--- config.mk ---
export PLATFORM = sky130hd
export DESIGN_NAME = generational_object_id_allocator
export DESIGN_NICKNAME = d
export VERILOG_FILES = /design/src/design/goia_pkg.sv /design/src/design/generational_object_id_allocator.sv /design/src/design/goia_ram.sv /design/src/design/goia_ctrl.sv /design/src/design/goia_datapath.sv
export SDC_FILE = /design/constraint.sdc
export NUM_CORES = 2
export LEC_CHECK = 0
export BUFFER_PORTS_ARGS = -buffer_cell sky130_fd_sc_hd__buf_2
export CAP_MARGIN = 20
export CORE_ASPECT_RATIO = 1.1
export CORE_MARGIN = 2
export CORE_UTILIZATION = 49
export DETAILED_ROUTE_END_ITERATION = 12
export PLACE_DENSITY_LB_ADDON = 0.2
export SLEW_MARGIN = 20
export SYNTH_ARGS = -nofsm -noshare
export SYNTH_HDL_FRONTEND = slang
export SYNTH_SLANG_ARGS = --single-unit
--- constraint.sdc ---
create_clock -name clk -period 23.8 [get_ports clk]
set_input_delay 4.76 -clock clk [delete_from_list [all_inputs] [get_ports clk]]
set_output_delay 4.76 -clock clk [all_outputs]
set_load 0.02 [all_outputs]
--- src/design/goia_pkg.sv ---
// shared types and constants for the generational object id allocator
// used by goia_ctrl, goia_datapath and generational_object_id_allocator
package goia_pkg;

    localparam int SLOTS_DEF       = 64;
    localparam int SERIAL_BITS_DEF = 16;
    localparam int REF_BITS_DEF    = 16;

    localparam int CLASS_W       = 4;
    localparam int HANDLE_W      = 32;
    localparam int SLOT_FIELD_W  = 6;
    localparam int CFG_ADDR_W    = 2;
    localparam int CFG_DATA_W    = 4;
    localparam int IN_TDATA_W    = 80;
    localparam int OUT_TDATA_W   = 48;

    // input beat layout
    localparam int IN_OP_LSB     = 0;
    localparam int IN_ID_LSB     = 3;
    localparam int IN_SLOT_LSB   = 35;
    localparam int IN_MODE_LSB   = 73;
    localparam int IN_OK_LSB     = 75;

    typedef enum logic [2:0] {
        OP_ALLOC    = 3'd0,
        OP_FINALIZE = 3'd1,
        OP_LOOKUP   = 3'd2,
        OP_RELEASE  = 3'd3,
        OP_FREE     = 3'd4,
        OP_TO_INDEX = 3'd5
    } op_t;

    typedef enum logic [2:0] {
        ST_OK          = 3'd0,
        ST_INVALID     = 3'd1,
        ST_NO_FREE     = 3'd2,
        ST_IN_USE      = 3'd3,
        ST_BAD_STATE   = 3'd4,
        ST_NOT_READY   = 3'd5,
        ST_WRONG_CLASS = 3'd6
    } status_t;

    typedef enum logic [1:0] {
        LOCK_NONE      = 2'd0,
        LOCK_GLOBAL    = 2'd1,
        LOCK_REFCOUNT  = 2'd2,
        LOCK_EXCLUSIVE = 2'd3
    } lock_t;

    localparam logic [CFG_ADDR_W-1:0] CFG_CLASS_CODE    = 2'd0;
    localparam logic [CFG_ADDR_W-1:0] CFG_SYSTEM_READY  = 2'd1;
    localparam logic [CFG_ADDR_W-1:0] CFG_SHUTTING_DOWN = 2'd2;

    typedef enum logic [3:0] {
        S_CLEAR,
        S_IDLE,
        S_DECODE,
        S_MOD,
        S_READ,
        S_EVAL,
        S_SCAN_STEP,
        S_SCAN_CHK,
        S_DONE
    } state_t;

    // controller to datapath
    typedef struct packed {
        logic clr_step;
        logic load_in;
        logic decode;
        logic mod_step;
        logic rd;
        logic eval;
        logic scan_step;
        logic scan_chk;
    } cmd_t;

    // datapath to controller
    typedef struct packed {
        logic clr_last;
        logic pre_done;
        logic pre_scan;
        logic pre_mod;
        logic mod_last;
        logic scan_found;
        logic scan_last;
    } sts_t;

endpackage

--- src/design/generational_object_id_allocator.sv ---
// top level of the generational object id allocator
// depends on goia_pkg, goia_ctrl, goia_datapath (which holds goia_ram)
//
// Handle table for one object class: one request beat in, one result beat out. After reset
// the table is cleared one slot a cycle, with s_tready low. Allocate scans the table
// round-robin from the last finalized serial, reading one slot at a time through the single
// table read port, until it finds a free slot or, when the table is full, has checked every
// slot. Lookup and to-index first reduce the serial mod SLOTS with a reciprocal multiply,
// then read the entry. Finalize, release and free read the entry at the given slot; requests
// refused up front skip the table. One request is in flight at a time; the next is taken
// once the result beat has been accepted.
module generational_object_id_allocator #(
    parameter int SLOTS       = goia_pkg::SLOTS_DEF,
    parameter int SERIAL_BITS = goia_pkg::SERIAL_BITS_DEF,
    parameter int REF_BITS    = goia_pkg::REF_BITS_DEF
) (
    input  logic                             clk,
    input  logic                             rst_n,
    input  logic                             s_tvalid,
    output logic                             s_tready,
    // operation[2:0], handle_in[34:3], slot_index[40:35], requester[72:41],
    // access_mode[74:73], op_succeeded[75], zero pad
    input  logic [goia_pkg::IN_TDATA_W-1:0]  s_tdata,
    output logic                             m_tvalid,
    input  logic                             m_tready,
    // status[2:0], handle_out[34:3], slot_out[40:35], zero pad
    output logic [goia_pkg::OUT_TDATA_W-1:0] m_tdata,
    input  logic                             cfg_we,
    input  logic [goia_pkg::CFG_ADDR_W-1:0]  cfg_addr,
    input  logic [goia_pkg::CFG_DATA_W-1:0]  cfg_wdata
);
    goia_pkg::cmd_t cmd;
    goia_pkg::sts_t sts;

    goia_ctrl u_ctrl (
        .clk       (clk),
        .rst_n     (rst_n),
        .in_valid  (s_tvalid),
        .in_ready  (s_tready),
        .out_valid (m_tvalid),
        .out_ready (m_tready),
        .sts       (sts),
        .cmd       (cmd)
    );

    goia_datapath #(
        .SLOTS       (SLOTS),
        .SERIAL_BITS (SERIAL_BITS),
        .REF_BITS    (REF_BITS)
    ) u_dp (
        .clk       (clk),
        .rst_n     (rst_n),
        .cfg_we    (cfg_we),
        .cfg_addr  (cfg_addr),
        .cfg_wdata (cfg_wdata),
        .in_tdata  (s_tdata),
        .cmd       (cmd),
        .sts       (sts),
        .out_tdata (m_tdata)
    );

    // one request at a time: never ready while a result is pending
    a_one_in_flight: assert property (@(posedge clk) disable iff (!rst_n)
        !(s_tready && m_tvalid))
        else $error("request accepted while a result is pending");

    // a refused request carries no handle
    a_fail_no_handle: assert property (@(posedge clk) disable iff (!rst_n)
        (m_tvalid && m_tdata[2:0] != goia_pkg::ST_OK) |-> (m_tdata[34:3] == '0))
        else $error("failed result carries a handle");

    // a refused request carries no slot
    a_fail_no_slot: assert property (@(posedge clk) disable iff (!rst_n)
        (m_tvalid && m_tdata[2:0] != goia_pkg::ST_OK) |-> (m_tdata[40:35] == '0))
        else $error("failed result carries a slot");

    // an accepted request is not answered in the cycle after it
    a_no_instant: assert property (@(posedge clk) disable iff (!rst_n)
        (s_tvalid && s_tready) |=> !m_tvalid)
        else $error("result appeared without processing");
endmodule

--- src/design/goia_ram.sv ---
// generic single write port, single read port ram with registered read
// no dependencies
module goia_ram #(
    parameter int WIDTH = 8,
    parameter int DEPTH = 64,
    localparam int AW = (DEPTH > 1) ? $clog2(DEPTH) : 1
) (
    input  logic                     clk,
    input  logic                     we,
    input  logic [AW-1:0]            waddr,
    input  logic [WIDTH-1:0]         wdata,
    input  logic                     re,
    input  logic [AW-1:0]            raddr,
    output logic [WIDTH-1:0]         rdata
);
    logic [WIDTH-1:0] mem_reg [DEPTH];

    // write port
    always_ff @(posedge clk)
    begin
        if (we)
        begin
            mem_reg[waddr] <= wdata;
        end
    end

    // registered read port
    always_ff @(posedge clk)
    begin
        if (re)
        begin
            rdata <= mem_reg[raddr];
        end
    end
endmodule

--- src/design/goia_ctrl.sv ---
// sequencing state machine for the allocator
// depends on goia_pkg
module goia_ctrl (
    input  logic           clk,
    input  logic           rst_n,
    input  logic           in_valid,
    output logic           in_ready,
    output logic           out_valid,
    input  logic           out_ready,
    input  goia_pkg::sts_t sts,
    output goia_pkg::cmd_t cmd
);
    goia_pkg::state_t state_reg, state_next;

    // state register
    always_ff @(posedge clk or negedge rst_n)
    begin
        if (!rst_n)
        begin
            state_reg <= goia_pkg::S_CLEAR;
        end
        else
        begin
            state_reg <= state_next;
        end
    end

    // next state
    always_comb
    begin
        state_next = state_reg;
        case (state_reg)
            goia_pkg::S_CLEAR:
                if (sts.clr_last) state_next = goia_pkg::S_IDLE;
            goia_pkg::S_IDLE:
                if (in_valid) state_next = goia_pkg::S_DECODE;
            goia_pkg::S_DECODE:
            begin
                if (sts.pre_done)      state_next = goia_pkg::S_DONE;
                else if (sts.pre_scan) state_next = goia_pkg::S_SCAN_STEP;
                else if (sts.pre_mod)  state_next = goia_pkg::S_MOD;
                else                   state_next = goia_pkg::S_READ;
            end
            goia_pkg::S_MOD:
                if (sts.mod_last) state_next = goia_pkg::S_READ;
            goia_pkg::S_READ:
                state_next = goia_pkg::S_EVAL;
            goia_pkg::S_EVAL:
                state_next = goia_pkg::S_DONE;
            goia_pkg::S_SCAN_STEP:
                state_next = goia_pkg::S_SCAN_CHK;
            goia_pkg::S_SCAN_CHK:
            begin
                if (sts.scan_found || sts.scan_last) state_next = goia_pkg::S_DONE;
                else                                 state_next = goia_pkg::S_SCAN_STEP;
            end
            goia_pkg::S_DONE:
                if (out_ready) state_next = goia_pkg::S_IDLE;
            default:
                state_next = goia_pkg::S_IDLE;
        endcase
    end

    // outputs
    always_comb
    begin
        cmd       = '0;
        in_ready  = 1'b0;
        out_valid = 1'b0;
        case (state_reg)
            goia_pkg::S_CLEAR:     cmd.clr_step = 1'b1;
            goia_pkg::S_IDLE:
            begin
                in_ready    = 1'b1;
                cmd.load_in = in_valid;
            end
            goia_pkg::S_DECODE:    cmd.decode    = 1'b1;
            goia_pkg::S_MOD:       cmd.mod_step  = 1'b1;
            goia_pkg::S_READ:      cmd.rd        = 1'b1;
            goia_pkg::S_EVAL:      cmd.eval      = 1'b1;
            goia_pkg::S_SCAN_STEP: cmd.scan_step = 1'b1;
            goia_pkg::S_SCAN_CHK:  cmd.scan_chk  = 1'b1;
            goia_pkg::S_DONE:      out_valid     = 1'b1;
            default:               cmd           = '0;
        endcase
    end
endmodule

--- src/design/goia_datapath.sv ---
// handle table, config registers, modulo unit, scan counters and result register
// depends on goia_pkg and goia_ram
module goia_datapath #(
    parameter int SLOTS       = goia_pkg::SLOTS_DEF,
    parameter int SERIAL_BITS = goia_pkg::SERIAL_BITS_DEF,
    parameter int REF_BITS    = goia_pkg::REF_BITS_DEF
) (
    input  logic                                 clk,
    input  logic                                 rst_n,
    input  logic                                 cfg_we,
    input  logic [goia_pkg::CFG_ADDR_W-1:0]      cfg_addr,
    input  logic [goia_pkg::CFG_DATA_W-1:0]      cfg_wdata,
    input  logic [goia_pkg::IN_TDATA_W-1:0]      in_tdata,
    input  goia_pkg::cmd_t                       cmd,
    output goia_pkg::sts_t                       sts,
    output logic [goia_pkg::OUT_TDATA_W-1:0]     out_tdata
);
    localparam int AW  = (SLOTS > 1) ? $clog2(SLOTS) : 1;
    localparam int CW  = $clog2(SLOTS + 1);
    localparam int RW  = SERIAL_BITS + 1;
    localparam int CLW = goia_pkg::CLASS_W;
    localparam int WW  = REF_BITS + CLW + SERIAL_BITS;
    localparam int UW  = goia_pkg::HANDLE_W - SERIAL_BITS;
    localparam int SW  = goia_pkg::SLOT_FIELD_W;

    localparam logic [SERIAL_BITS-1:0] SMASK   = {SERIAL_BITS{1'b1}};
    localparam logic [REF_BITS-1:0]    REF_MAX = {REF_BITS{1'b1}};
    // floor(2^SERIAL_BITS / SLOTS), quotient estimate is exact or one low
    localparam logic [RW-1:0]          RECIP   = RW'((64'd1 << SERIAL_BITS) / 64'(SLOTS));

    // config registers
    logic [CLW-1:0] class_reg;
    logic           ready_reg;
    logic           shut_reg;

    // latched request
    goia_pkg::op_t   op_reg;
    goia_pkg::lock_t mode_reg;
    logic [31:0]     id_reg;
    logic [SW-1:0]   slot_in_reg;
    logic            ok_reg;

    logic [AW-1:0]          addr_reg;
    logic [SERIAL_BITS-1:0] sh_reg;
    logic [SERIAL_BITS-1:0] q_reg;
    logic                   mcnt_reg;
    logic [SERIAL_BITS-1:0] last_serial_reg;
    logic [AW-1:0]          last_slot_reg;
    logic [SERIAL_BITS-1:0] scan_serial_reg;
    logic [AW-1:0]          scan_slot_reg;
    logic [CW-1:0]          scan_cnt_reg;

    goia_pkg::status_t res_status_reg;
    logic [31:0]       res_handle_reg;
    logic [SW-1:0]     res_slot_reg;

    logic              ram_we;
    logic [AW-1:0]     ram_waddr;
    logic [WW-1:0]     ram_wdata;
    logic              ram_re;
    logic [AW-1:0]     ram_raddr;
    logic [WW-1:0]     ram_rdata;

    function automatic logic [31:0] mk_handle(input logic [CLW-1:0] cls,
                                              input logic [SERIAL_BITS-1:0] ser);
        mk_handle = (32'(cls) << SERIAL_BITS) | 32'(ser);
    endfunction

    // config writes
    always_ff @(posedge clk or negedge rst_n)
    begin
        if (!rst_n)
        begin
            class_reg <= CLW'(1);
            ready_reg <= 1'b0;
            shut_reg  <= 1'b0;
        end
        else if (cfg_we)
        begin
            case (cfg_addr)
                goia_pkg::CFG_CLASS_CODE:    class_reg <= cfg_wdata;
                goia_pkg::CFG_SYSTEM_READY:  ready_reg <= cfg_wdata[0];
                goia_pkg::CFG_SHUTTING_DOWN: shut_reg  <= cfg_wdata[0];
                default: ;
            endcase
        end
    end

    // request capture
    always_ff @(posedge clk)
    begin
        if (cmd.load_in)
        begin
            op_reg      <= goia_pkg::op_t'(in_tdata[goia_pkg::IN_OP_LSB +: 3]);
            id_reg      <= in_tdata[goia_pkg::IN_ID_LSB +: 32];
            slot_in_reg <= in_tdata[goia_pkg::IN_SLOT_LSB +: SW];
            mode_reg    <= goia_pkg::lock_t'(in_tdata[goia_pkg::IN_MODE_LSB +: 2]);
            ok_reg      <= in_tdata[goia_pkg::IN_OK_LSB];
        end
    end

    // early checks that need no table access
    logic              class_match, slot_ok;
    logic              pre_done, pre_scan, pre_mod;
    goia_pkg::status_t pre_status;

    assign class_match = (id_reg[31:SERIAL_BITS] == UW'(class_reg));
    assign slot_ok     = (int'(slot_in_reg) < SLOTS);

    always_comb
    begin
        pre_done   = 1'b0;
        pre_scan   = 1'b0;
        pre_mod    = 1'b0;
        pre_status = goia_pkg::ST_OK;
        case (op_reg)
            goia_pkg::OP_ALLOC:
            begin
                if (!ready_reg || shut_reg)
                begin
                    pre_done = 1'b1; pre_status = goia_pkg::ST_NOT_READY;
                end
                else if (class_reg == '0)
                begin
                    pre_done = 1'b1; pre_status = goia_pkg::ST_WRONG_CLASS;
                end
                else pre_scan = 1'b1;
            end
            goia_pkg::OP_FINALIZE, goia_pkg::OP_RELEASE, goia_pkg::OP_FREE:
            begin
                if (!slot_ok)
                begin
                    pre_done = 1'b1; pre_status = goia_pkg::ST_INVALID;
                end
            end
            goia_pkg::OP_LOOKUP:
            begin
                if (!ready_reg)
                begin
                    pre_done = 1'b1; pre_status = goia_pkg::ST_NOT_READY;
                end
                else if (shut_reg && mode_reg != goia_pkg::LOCK_EXCLUSIVE)
                begin
                    pre_done = 1'b1; pre_status = goia_pkg::ST_BAD_STATE;
                end
                else if (class_reg == '0)
                begin
                    pre_done = 1'b1; pre_status = goia_pkg::ST_WRONG_CLASS;
                end
                else if (!class_match)
                begin
                    pre_done = 1'b1; pre_status = goia_pkg::ST_INVALID;
                end
                else pre_mod = 1'b1;
            end
            goia_pkg::OP_TO_INDEX:
            begin
                if (class_reg == '0 || !class_match)
                begin
                    pre_done = 1'b1; pre_status = goia_pkg::ST_WRONG_CLASS;
                end
                else pre_mod = 1'b1;
            end
            default:
            begin
                pre_done = 1'b1; pre_status = goia_pkg::ST_BAD_STATE;
            end
        endcase
    end

    // serial mod slots by reciprocal multiply: quotient estimate, then one correction
    logic [SERIAL_BITS+RW-1:0] prod;
    logic [31:0]               qd;
    logic [31:0]               diff;
    logic [AW-1:0]             rem_next;
    assign prod     = {{RW{1'b0}}, sh_reg} * {{SERIAL_BITS{1'b0}}, RECIP};
    assign qd       = 32'(q_reg) * 32'(SLOTS);
    assign diff     = 32'(sh_reg) - qd;
    assign rem_next = (diff >= 32'(SLOTS)) ? AW'(diff - 32'(SLOTS)) : AW'(diff);

    always_ff @(posedge clk)
    begin
        if (cmd.decode)
        begin
            sh_reg   <= id_reg[SERIAL_BITS-1:0];
            mcnt_reg <= 1'b0;
        end
        else if (cmd.mod_step)
        begin
            q_reg    <= prod[SERIAL_BITS +: SERIAL_BITS];
            mcnt_reg <= 1'b1;
        end
    end

    // round-robin serial and slot for the allocate scan
    logic [SERIAL_BITS:0]   s1;
    logic [AW-1:0]          slot1;
    logic [SERIAL_BITS-1:0] serial_nx;
    assign s1        = {1'b0, scan_serial_reg} + 1'b1;
    assign slot1     = (scan_slot_reg == AW'(SLOTS - 1)) ? '0 : scan_slot_reg + 1'b1;
    assign serial_nx = (s1 >= (SERIAL_BITS+1)'(SMASK)) ? SERIAL_BITS'(slot1)
                                                        : s1[SERIAL_BITS-1:0];

    always_ff @(posedge clk)
    begin
        if (cmd.decode)
        begin
            scan_serial_reg <= last_serial_reg;
            scan_slot_reg   <= last_slot_reg;
            scan_cnt_reg    <= '0;
        end
        else if (cmd.scan_step)
        begin
            scan_serial_reg <= serial_nx;
            scan_slot_reg   <= slot1;
            scan_cnt_reg    <= scan_cnt_reg + 1'b1;
        end
    end

    // fields of the word read back
    logic [REF_BITS-1:0]    r_refs;
    logic [CLW-1:0]         r_class;
    logic [SERIAL_BITS-1:0] r_serial;
    logic [31:0]            r_handle;
    assign r_refs   = ram_rdata[WW-1 -: REF_BITS];
    assign r_class  = ram_rdata[SERIAL_BITS +: CLW];
    assign r_serial = ram_rdata[SERIAL_BITS-1:0];
    assign r_handle = mk_handle(r_class, r_serial);

    // operation on the addressed entry
    goia_pkg::status_t ev_status;
    logic [31:0]       ev_handle;
    logic [SW-1:0]     ev_slot;
    logic              ev_we, ev_last;
    logic [WW-1:0]     ev_wdata;

    always_comb
    begin
        ev_status = goia_pkg::ST_OK;
        ev_handle = '0;
        ev_slot   = '0;
        ev_we     = 1'b0;
        ev_last   = 1'b0;
        ev_wdata  = ram_rdata;
        case (op_reg)
            goia_pkg::OP_FINALIZE:
            begin
                if (!ok_reg)
                begin
                    ev_we    = 1'b1;
                    ev_wdata = {r_refs, {(CLW+SERIAL_BITS){1'b0}}};
                end
                else if (r_class == '0)
                begin
                    ev_status = goia_pkg::ST_INVALID;
                end
                else
                begin
                    ev_last   = 1'b1;
                    ev_handle = r_handle;
                    ev_slot   = SW'(addr_reg);
                end
            end
            goia_pkg::OP_RELEASE:
            begin
                if (r_class == '0)
                begin
                    ev_status = goia_pkg::ST_INVALID;
                end
                else if (r_refs == '0)
                begin
                    ev_status = goia_pkg::ST_BAD_STATE;
                end
                else
                begin
                    ev_we     = 1'b1;
                    ev_wdata  = {r_refs - 1'b1, r_class, r_serial};
                    ev_handle = r_handle;
                    ev_slot   = SW'(addr_reg);
                end
            end
            goia_pkg::OP_FREE:
            begin
                if (r_class == '0)
                begin
                    ev_status = goia_pkg::ST_INVALID;
                end
                else
                begin
                    ev_we     = 1'b1;
                    ev_wdata  = '0;
                    ev_handle = r_handle;
                    ev_slot   = SW'(addr_reg);
                end
            end
            goia_pkg::OP_LOOKUP:
            begin
                if (r_handle != id_reg)
                begin
                    ev_status = goia_pkg::ST_INVALID;
                end
                else if (mode_reg == goia_pkg::LOCK_REFCOUNT && r_refs == REF_MAX)
                begin
                    ev_status = goia_pkg::ST_IN_USE;
                end
                else if (mode_reg == goia_pkg::LOCK_EXCLUSIVE && r_refs != '0)
                begin
                    ev_status = goia_pkg::ST_IN_USE;
                end
                else
                begin
                    ev_we     = (mode_reg == goia_pkg::LOCK_REFCOUNT);
                    ev_wdata  = {r_refs + 1'b1, r_class, r_serial};
                    ev_handle = id_reg;
                    ev_slot   = SW'(addr_reg);
                end
            end
            goia_pkg::OP_TO_INDEX:
            begin
                ev_slot = SW'(addr_reg);
            end
            default:
            begin
                ev_status = goia_pkg::ST_BAD_STATE;
            end
        endcase
    end

    // address register doubles as the clearing counter after reset
    always_ff @(posedge clk or negedge rst_n)
    begin
        if (!rst_n)
        begin
            addr_reg <= '0;
        end
        else if (cmd.clr_step)
        begin
            addr_reg <= (addr_reg == AW'(SLOTS - 1)) ? '0 : addr_reg + 1'b1;
        end
        else if (cmd.decode)
        begin
            addr_reg <= AW'(slot_in_reg);
        end
        else if (cmd.mod_step && sts.mod_last)
        begin
            addr_reg <= rem_next;
        end
    end

    // last finalized serial and its slot
    always_ff @(posedge clk or negedge rst_n)
    begin
        if (!rst_n)
        begin
            last_serial_reg <= '0;
            last_slot_reg   <= '0;
        end
        else if (cmd.eval && ev_last)
        begin
            last_serial_reg <= r_serial;
            last_slot_reg   <= addr_reg;
        end
    end

    // result register
    always_ff @(posedge clk)
    begin
        if (cmd.decode && pre_done)
        begin
            res_status_reg <= pre_status;
            res_handle_reg <= '0;
            res_slot_reg   <= '0;
        end
        else if (cmd.eval)
        begin
            res_status_reg <= ev_status;
            res_handle_reg <= ev_handle;
            res_slot_reg   <= ev_slot;
        end
        else if (cmd.scan_chk && sts.scan_found)
        begin
            res_status_reg <= goia_pkg::ST_OK;
            res_handle_reg <= mk_handle(class_reg, scan_serial_reg);
            res_slot_reg   <= SW'(scan_slot_reg);
        end
        else if (cmd.scan_chk && sts.scan_last)
        begin
            res_status_reg <= goia_pkg::ST_NO_FREE;
            res_handle_reg <= '0;
            res_slot_reg   <= '0;
        end
    end

    // table port steering
    always_comb
    begin
        ram_we    = 1'b0;
        ram_waddr = addr_reg;
        ram_wdata = ev_wdata;
        if (cmd.clr_step)
        begin
            ram_we    = 1'b1;
            ram_wdata = '0;
        end
        else if (cmd.eval)
        begin
            ram_we = ev_we;
        end
        else if (cmd.scan_chk && sts.scan_found)
        begin
            ram_we    = 1'b1;
            ram_waddr = scan_slot_reg;
            ram_wdata = {{REF_BITS{1'b0}}, class_reg, scan_serial_reg};
        end
    end

    assign ram_re    = cmd.rd || cmd.scan_step;
    assign ram_raddr = cmd.scan_step ? slot1 : addr_reg;

    goia_ram #(
        .WIDTH (WW),
        .DEPTH (SLOTS)
    ) u_table (
        .clk   (clk),
        .we    (ram_we),
        .waddr (ram_waddr),
        .wdata (ram_wdata),
        .re    (ram_re),
        .raddr (ram_raddr),
        .rdata (ram_rdata)
    );

    // status toward the controller
    always_comb
    begin
        sts            = '0;
        sts.clr_last   = (addr_reg == AW'(SLOTS - 1));
        sts.pre_done   = pre_done;
        sts.pre_scan   = pre_scan;
        sts.pre_mod    = pre_mod;
        sts.mod_last   = mcnt_reg;
        sts.scan_found = (r_class == '0);
        sts.scan_last  = (scan_cnt_reg == CW'(SLOTS));
    end

    assign out_tdata = {{(goia_pkg::OUT_TDATA_W - 41){1'b0}},
                        res_slot_reg, res_handle_reg, res_status_reg};
endmodule
# After elaboration in Yosys (flattened, before gate mapping)
# Memory sizes are Yosys's and may differ from the RTL's. A register that Yosys moved wholly into a read port is not among the register bits.
# Index checks and enable logic that the tools add are counted.
word_totals:
  out_inout_bits: 50
  regBits: 179
  mem_count: 1
  ramBits: 2304
  input_bits: 91
mem_list:
  columns: ["memory", "depth", "word_bits", "rd", "rd_ports_with_merged_regs", "wr", "line", "text"]
  rows:
  - ["u_dp.u_table.mem_reg", 64, 36, 1, 1, 1, "goia_ram.sv:16", "logic [WIDTH-1:0] mem_reg [DEPTH];"]
op_classes:
  eq_ne: 28
  mux: 119
  order_cmp: 2
  n_reduce_logical: 31
  n_bitwise: 3
  add_sub_neg: 8
op_table:
  columns: ["operator", "n"]
  rows:
  - ["$mux 36", 9]
  - ["$mux 32", 10]
  - ["$pmux 36 s4", 1]
  - ["$mux 6", 22]
  - ["$pmux 32 s4", 1]
  - ["$mux 16", 3]
  - ["$mux 3", 16]
  - ["$mux 1", 41]
  - ["$or 20x16->20", 2]
  - ["$pmux 4 s9", 1]
  - ["$ge 32x7->1 const B", 1]
  - ["$ne 32x32->1", 1]
  - ["$pmux 6 s5", 1]
  - ["$mux 4", 7]
  - ["$mux 20", 1]
  - ["$add 16x1->17 const B", 1]
  - ["$ge 17x16->1 const B", 1]
  - ["$sub 16x16->17", 1]
  - ["$add 16x1->16 const B", 1]
  - ["$eq 16x16->1 const B", 1]
  - ["$eq 16x4->1", 1]
  - ["$eq 4x3->1 const B", 4]
  - ["$logic_not 16->1", 1]
  - ["$reduce_bool 16->1", 1]
  - ["34 further kinds", 62]

# Depth between registers and ports, before layout
depth:
  depth_word: 10
  mapped_depth: 15

# Hierarchy
# A second synthesis with hierarchy kept.
hier_totals:
  hier_cells: 4850
  area_unflattened_um2: 97817.6
by_module_without_submodules:
  columns: ["module", "seq_area_each_um2", "area_each_um2", "n_inst", "cells_per_inst"]
  rows:
  - ["goia_ram", 70267.4, 88442.3, 1, 3823]
  - ["goia_datapath", 4025.1, 8981.1, 1, 974]
  - ["goia_ctrl", 100.1, 394.1, 1, 53]

# Worst setup path before layout
# OpenSTA, ideal clock, no wires.
synth_timing:
  path_kind: "register to register"
  startpoint: "register u_dp.u_table.rdata[21], read port of u_dp.u_table.mem_reg"
  endpoint: "memory u_dp.u_table.mem_reg[0][27] (netlist bit) (data pin)"
  path_buffers: 1
  arrival_time_ns: 7.960
  path_stages_with_launch: 11
  period_less_slack_ns: 9.247
  setup_slack_ns: 14.553
  cell_sequence: "edfxtp_1 > inv_1 > ha_1 > or4b_1 > nor4_4 > a21o_1 > nand4_1 > clkbuf_1 > nor2_1 > xnor2_1 > a2111oi_0"
synth_via:
  elab_chain_cells: 9
synth_lines:
  columns: ["element", "line", "text"]
  rows:
  - ["start: declaration", "goia_ram.sv:14", "output logic [WIDTH-1:0] rdata"]
  - ["branches (longest 5 deep; another with $add 16x1->16)", null, null]
  - ["$pmux 36 s4 (*)", "goia_datapath.sv:245", "case (op_reg)"]
  - ["$mux 36", "goia_datapath.sv:409", "else if (cmd.scan_chk && sts.scan_found)"]
  - ["$mux 36 (*)", "goia_datapath.sv:405", "else if (cmd.eval)"]
  - ["$mux 36 (*)", "goia_datapath.sv:400", "if (cmd.clr_step)"]
  - ["named net u_dp.ram_wdata[27]", "goia_datapath.sv:59", "logic [WW-1:0] ram_wdata;"]
  - ["end: declaration", "goia_ram.sv:16", null]
# Mark *: on every way through the listed nets, which the timed path passes.

# Worst setup path in the final report
layout_timing:
  startpoint: "register u_ctrl.state_reg[1]"
  endpoint: "register u_dp.u_table.rdata[26], read port of u_dp.u_table.mem_reg (data pin)"
layout_via:
  elab_chain_cells: 3
layout_lines:
  columns: ["element", "line", "text"]
  rows:
  - ["start: declaration", "goia_ctrl.sv:13", "goia_pkg::state_t state_reg, state_next;"]
  - ["start signal: assignment", "goia_ctrl.sv:20", "state_reg <= goia_pkg::S_CLEAR;"]
  - ["start signal: assignment", "goia_ctrl.sv:24", "state_reg <= state_next;"]
  - ["$eq 4x3->1", "goia_ctrl.sv:70", "case (state_reg)"]
  - ["$mux 1", "goia_ctrl.sv:70", null]
  - ["$mux 6 or $logic_or 1x1->1 (tied branches)", "goia_datapath.sv:418, goia_datapath.sv:417", null]
# Parallel ways exist; a longest one is shown, timed or not.
# A chain may end at the register's enable or synchronous reset.

==> metrics.yaml <==
synth_warnings: 0
drt_iter0_markers: 8482
worst_ep_arrival_time_ns: 7.72
ys_seq_area_share_pct: 73.9
grt_usage_pct: 27.1
hold_class: "flip-flop to flip-flop"
rsz0062_at_grt: "no"
antenna_found_initial: 6
cts_tree: "built"
firstDrtPassIters: 6
clock_latency_ns: 0.90
post_cts_resize_count: 0
multi_input_area_um2: 25000
setup_viol: 0
swShare_pct: 37.7
place.gp.congestion: 0.882
path_delay_family: "simple AND/OR/NAND/NOR gates"
required_ns: 24.40
finClkSkew_ns: 0.0274
drive_gt1_share_pct: 9.98
areaGrowthSynthToFinish_pct: 11.6
nets: 8150
cp_cell_sequence: "nand4bb_1 > nand2_1 > and2_4 > buf_4 > buf_4 > buf_4 > a21oi_1 > o21ai_0 > nand4_1 > a22oi_1 > nand2_1"
ys.flop_type: "edfxtp_1"
synth_cell_types: 79
syn_area_per_cell_um2: 12.5
period_minus_slack_ns: 7.12
slew_headroom_pct: 19.2
m1WireLength_um: 118000
syn_inst: 8042
grt_pass1_vias: 62300
grt_max_degree: 190
pwr-share-seq_pct: 41.3
fp.coreArea_um2: 204000
cts_buffers: 233
num-fill-cells: 16500
clk_pin_slew_worst_paths_ns: 0.06
htreeDepth: 4
met2WireLength_um: 136000
hold_ws_ns: 0.454
cts-root-buf: "clkbuf_16"
initial_core_util_pct: 49.3
p_comb_share_pct: 32.5
antenna_left: 0
io_pins: 141
dp_hpwl_um: 148000
cts_hold_buf: 0
fp-row-count: 174
internal_power_mw: 8.72
status: "finished clean"
crit_top_cell: "buf_4"
crit_buf_inv: 3
top_layer_used: "met5"
seq_area_um2: 74400
critPathMaxFanout: 65
path_class: "flip-flop to flip-flop"
slowest_stage: "and2_4"
critPathMaxStageDelay_ns: 0.99
fin_crit_sh_pct: 29.9
clockBufferDepth: 3
fp.dieH_um: 480
grt-ovfl-total: 0
worstMarginPinSlew_ns: 1.21
fin_setup_tns_ns: 0
synth_edf_count: 2415
route.detailed.drc: 0
die_x_um: 436
cts_setup_buffers: 0
timing.fmax_ghz: 0.140
via_per_inst: 6.02
wl_per_cell_um: 26.3
leakagePower_nw: 37.9
p_per_area_nw_per_um2: 124
cp-start-kind: "flip-flop"
max-cap-violations: 0
p_sw_mw: 5.27
synth_seq_cells: 2499
finalHoldViolCount: 0
wl_um: 289000
netlist_area_um2: 101000
clockPowerShare_pct: 26.1
grt_pass1_wl_um: 420000
num_vias: 66200
wl_met3_um: 26900
worstSetupEndpointType: "flip-flop"
port_buffers: 97
synthArstFlopShare_pct: 1.52
largest_register_ffs: 2304
ir_drop_v: 0.000146
cts.sinks: 2499
die-area_um2: 209000
report.final.slew_viol_count: 0
cells in the mapped netlist (24+ instances only):
| library cell | count | area share [%] |
|---|---|---|
| nand3_1 | 76 | 0.38 |
| buf_1 | 39 | 0.15 |
| dfrtp_1 | 37 | 0.92 |
| clkbuf_1 | 376 | 1.4 |
| a21oi_1 | 1117 | 5.6 |
| nor3_1 | 106 | 0.53 |
| nand2_1 | 2351 | 8.8 |
| and3_1 | 24 | 0.15 |
| a221oi_1 | 28 | 0.24 |
| buf_2 | 104 | 0.52 |
| mux2_2 | 34 | 0.38 |
| nand4_1 | 158 | 0.98 |
| mux2i_1 | 34 | 0.34 |
| o21ai_0 | 528 | 2.6 |
| xor2_1 | 35 | 0.30 |
| a22oi_1 | 78 | 0.58 |
| dfxtp_1 | 46 | 0.91 |
| nor2_1 | 120 | 0.45 |
| edfxtp_1 | 2415 | 72 |
through the flow:
stage,std cells,total power [mW],setup slack [ns],utilization (%),instance area [um^2]
3_5_place_dp,10500,10.3,16.87,51.4,105000
2_1_floorplan,8048,8.56,14.55,-,101000
6_report,11000,14.0,16.68,55.0,112000
3_3_place_gp,10500,10.3,16.90,51.3,105000
5_1_grt,11000,14.6,16.39,55.0,112000
4_1_cts,11000,14.0,16.70,55.0,112000
path summary, 6_finish.rpt:
check,slack (ns),start,endpoint,cells past startpoint
worst max register to register,16.68,u_ctrl.state_reg[1],u_dp.u_table.rdata[26],11
worst max-delay path,16.68,u_ctrl.state_reg[1],u_dp.u_table.rdata[26],11
max in group asynchronous,19.13,rst_n,u_dp.shut_reg,1
worst min-delay path,0.45,u_dp.res_handle_reg[23],u_dp.res_handle_reg[23],1
worst min register to register,0.45,u_dp.res_handle_reg[23],u_dp.res_handle_reg[23],1
min in group asynchronous,4.04,rst_n,u_dp.last_serial_reg[15],1
layer usage:
layer | vias up | GRT usage [%]
met3 | 459 | 4.50
met1 | 33100 | 38.5
met4 | 2 | 7.81
li1 | 29300 | -
met5 | - | 0
met2 | 3236 | 43.4
power by group through the flow:
| stage | clock (mW) | sequential, mW | combinational (mW) |
|---|---|---|---|
| 6_report | 3.66 | 5.78 | 4.55 |
| 3_3_place_gp | 0 | 5.86 | 4.40 |
| 5_1_grt | 3.86 | 5.80 | 4.90 |
| 4_1_cts | 3.70 | 5.78 | 4.49 |
| 2_1_floorplan | 0 | 5.89 | 2.67 |
| 3_5_place_dp | 0 | 5.87 | 4.47 |
layout make-up:
type / instances / area share [%]
inverter: 18 / 0.0601
clock inverter: 146 / 1.11
multi-input combinational: 5000 / 22.2
sequential: 2499 / 66.2
timing repair buffer: 299 / 1.88
tap: 2728 / 3.04
clock buffer: 293 / 5.49
antenna: 3 / 0.00668
cells by family after synthesis:
family	count (synthesis)	synth area share, %
other	1	0.00372
XOR/XNOR	51	0.443
AO/OA/AOI/OAI	1909	10.3
buffers and inverters	549	2.23
adder cells (fa/ha/maj)	8	0.0994
flip-flops	2499	73.9
AND/OR/NAND/NOR	2937	12.0
multiplexers	88	1.16
cell usage in the layout, fill, tap and decap left out, types with 11 or more instances in the layout:
cell       count
a211oi_1      21
a21oi_1     1093
a21oi_4       23
a221oi_1      28
a22oi_1       78
a31oi_1       21
and2_1        19
and3_1        23
buf_2         97
buf_4        194
bufinv_16     18
clkbuf_1      52
clkbuf_16    236
clkinv_1      61
clkinv_2      51
dfrtp_1       37
dfxtp_1       46
edfxtp_1    2415
inv_1         18
mux2_2        33
mux2i_1       33
mux4_2        19
nand2_1     2350
nand2b_1      13
nand3_1       76
nand4_1      158
nor2_1       106
nor2_4        11
nor3_1        38
nor3_2        67
nor4_1        15
o21ai_0      528
o22a_1        11
o31ai_1       12
xnor2_1       16
xor2_1        35
Power figures use the tool's default switching activity.
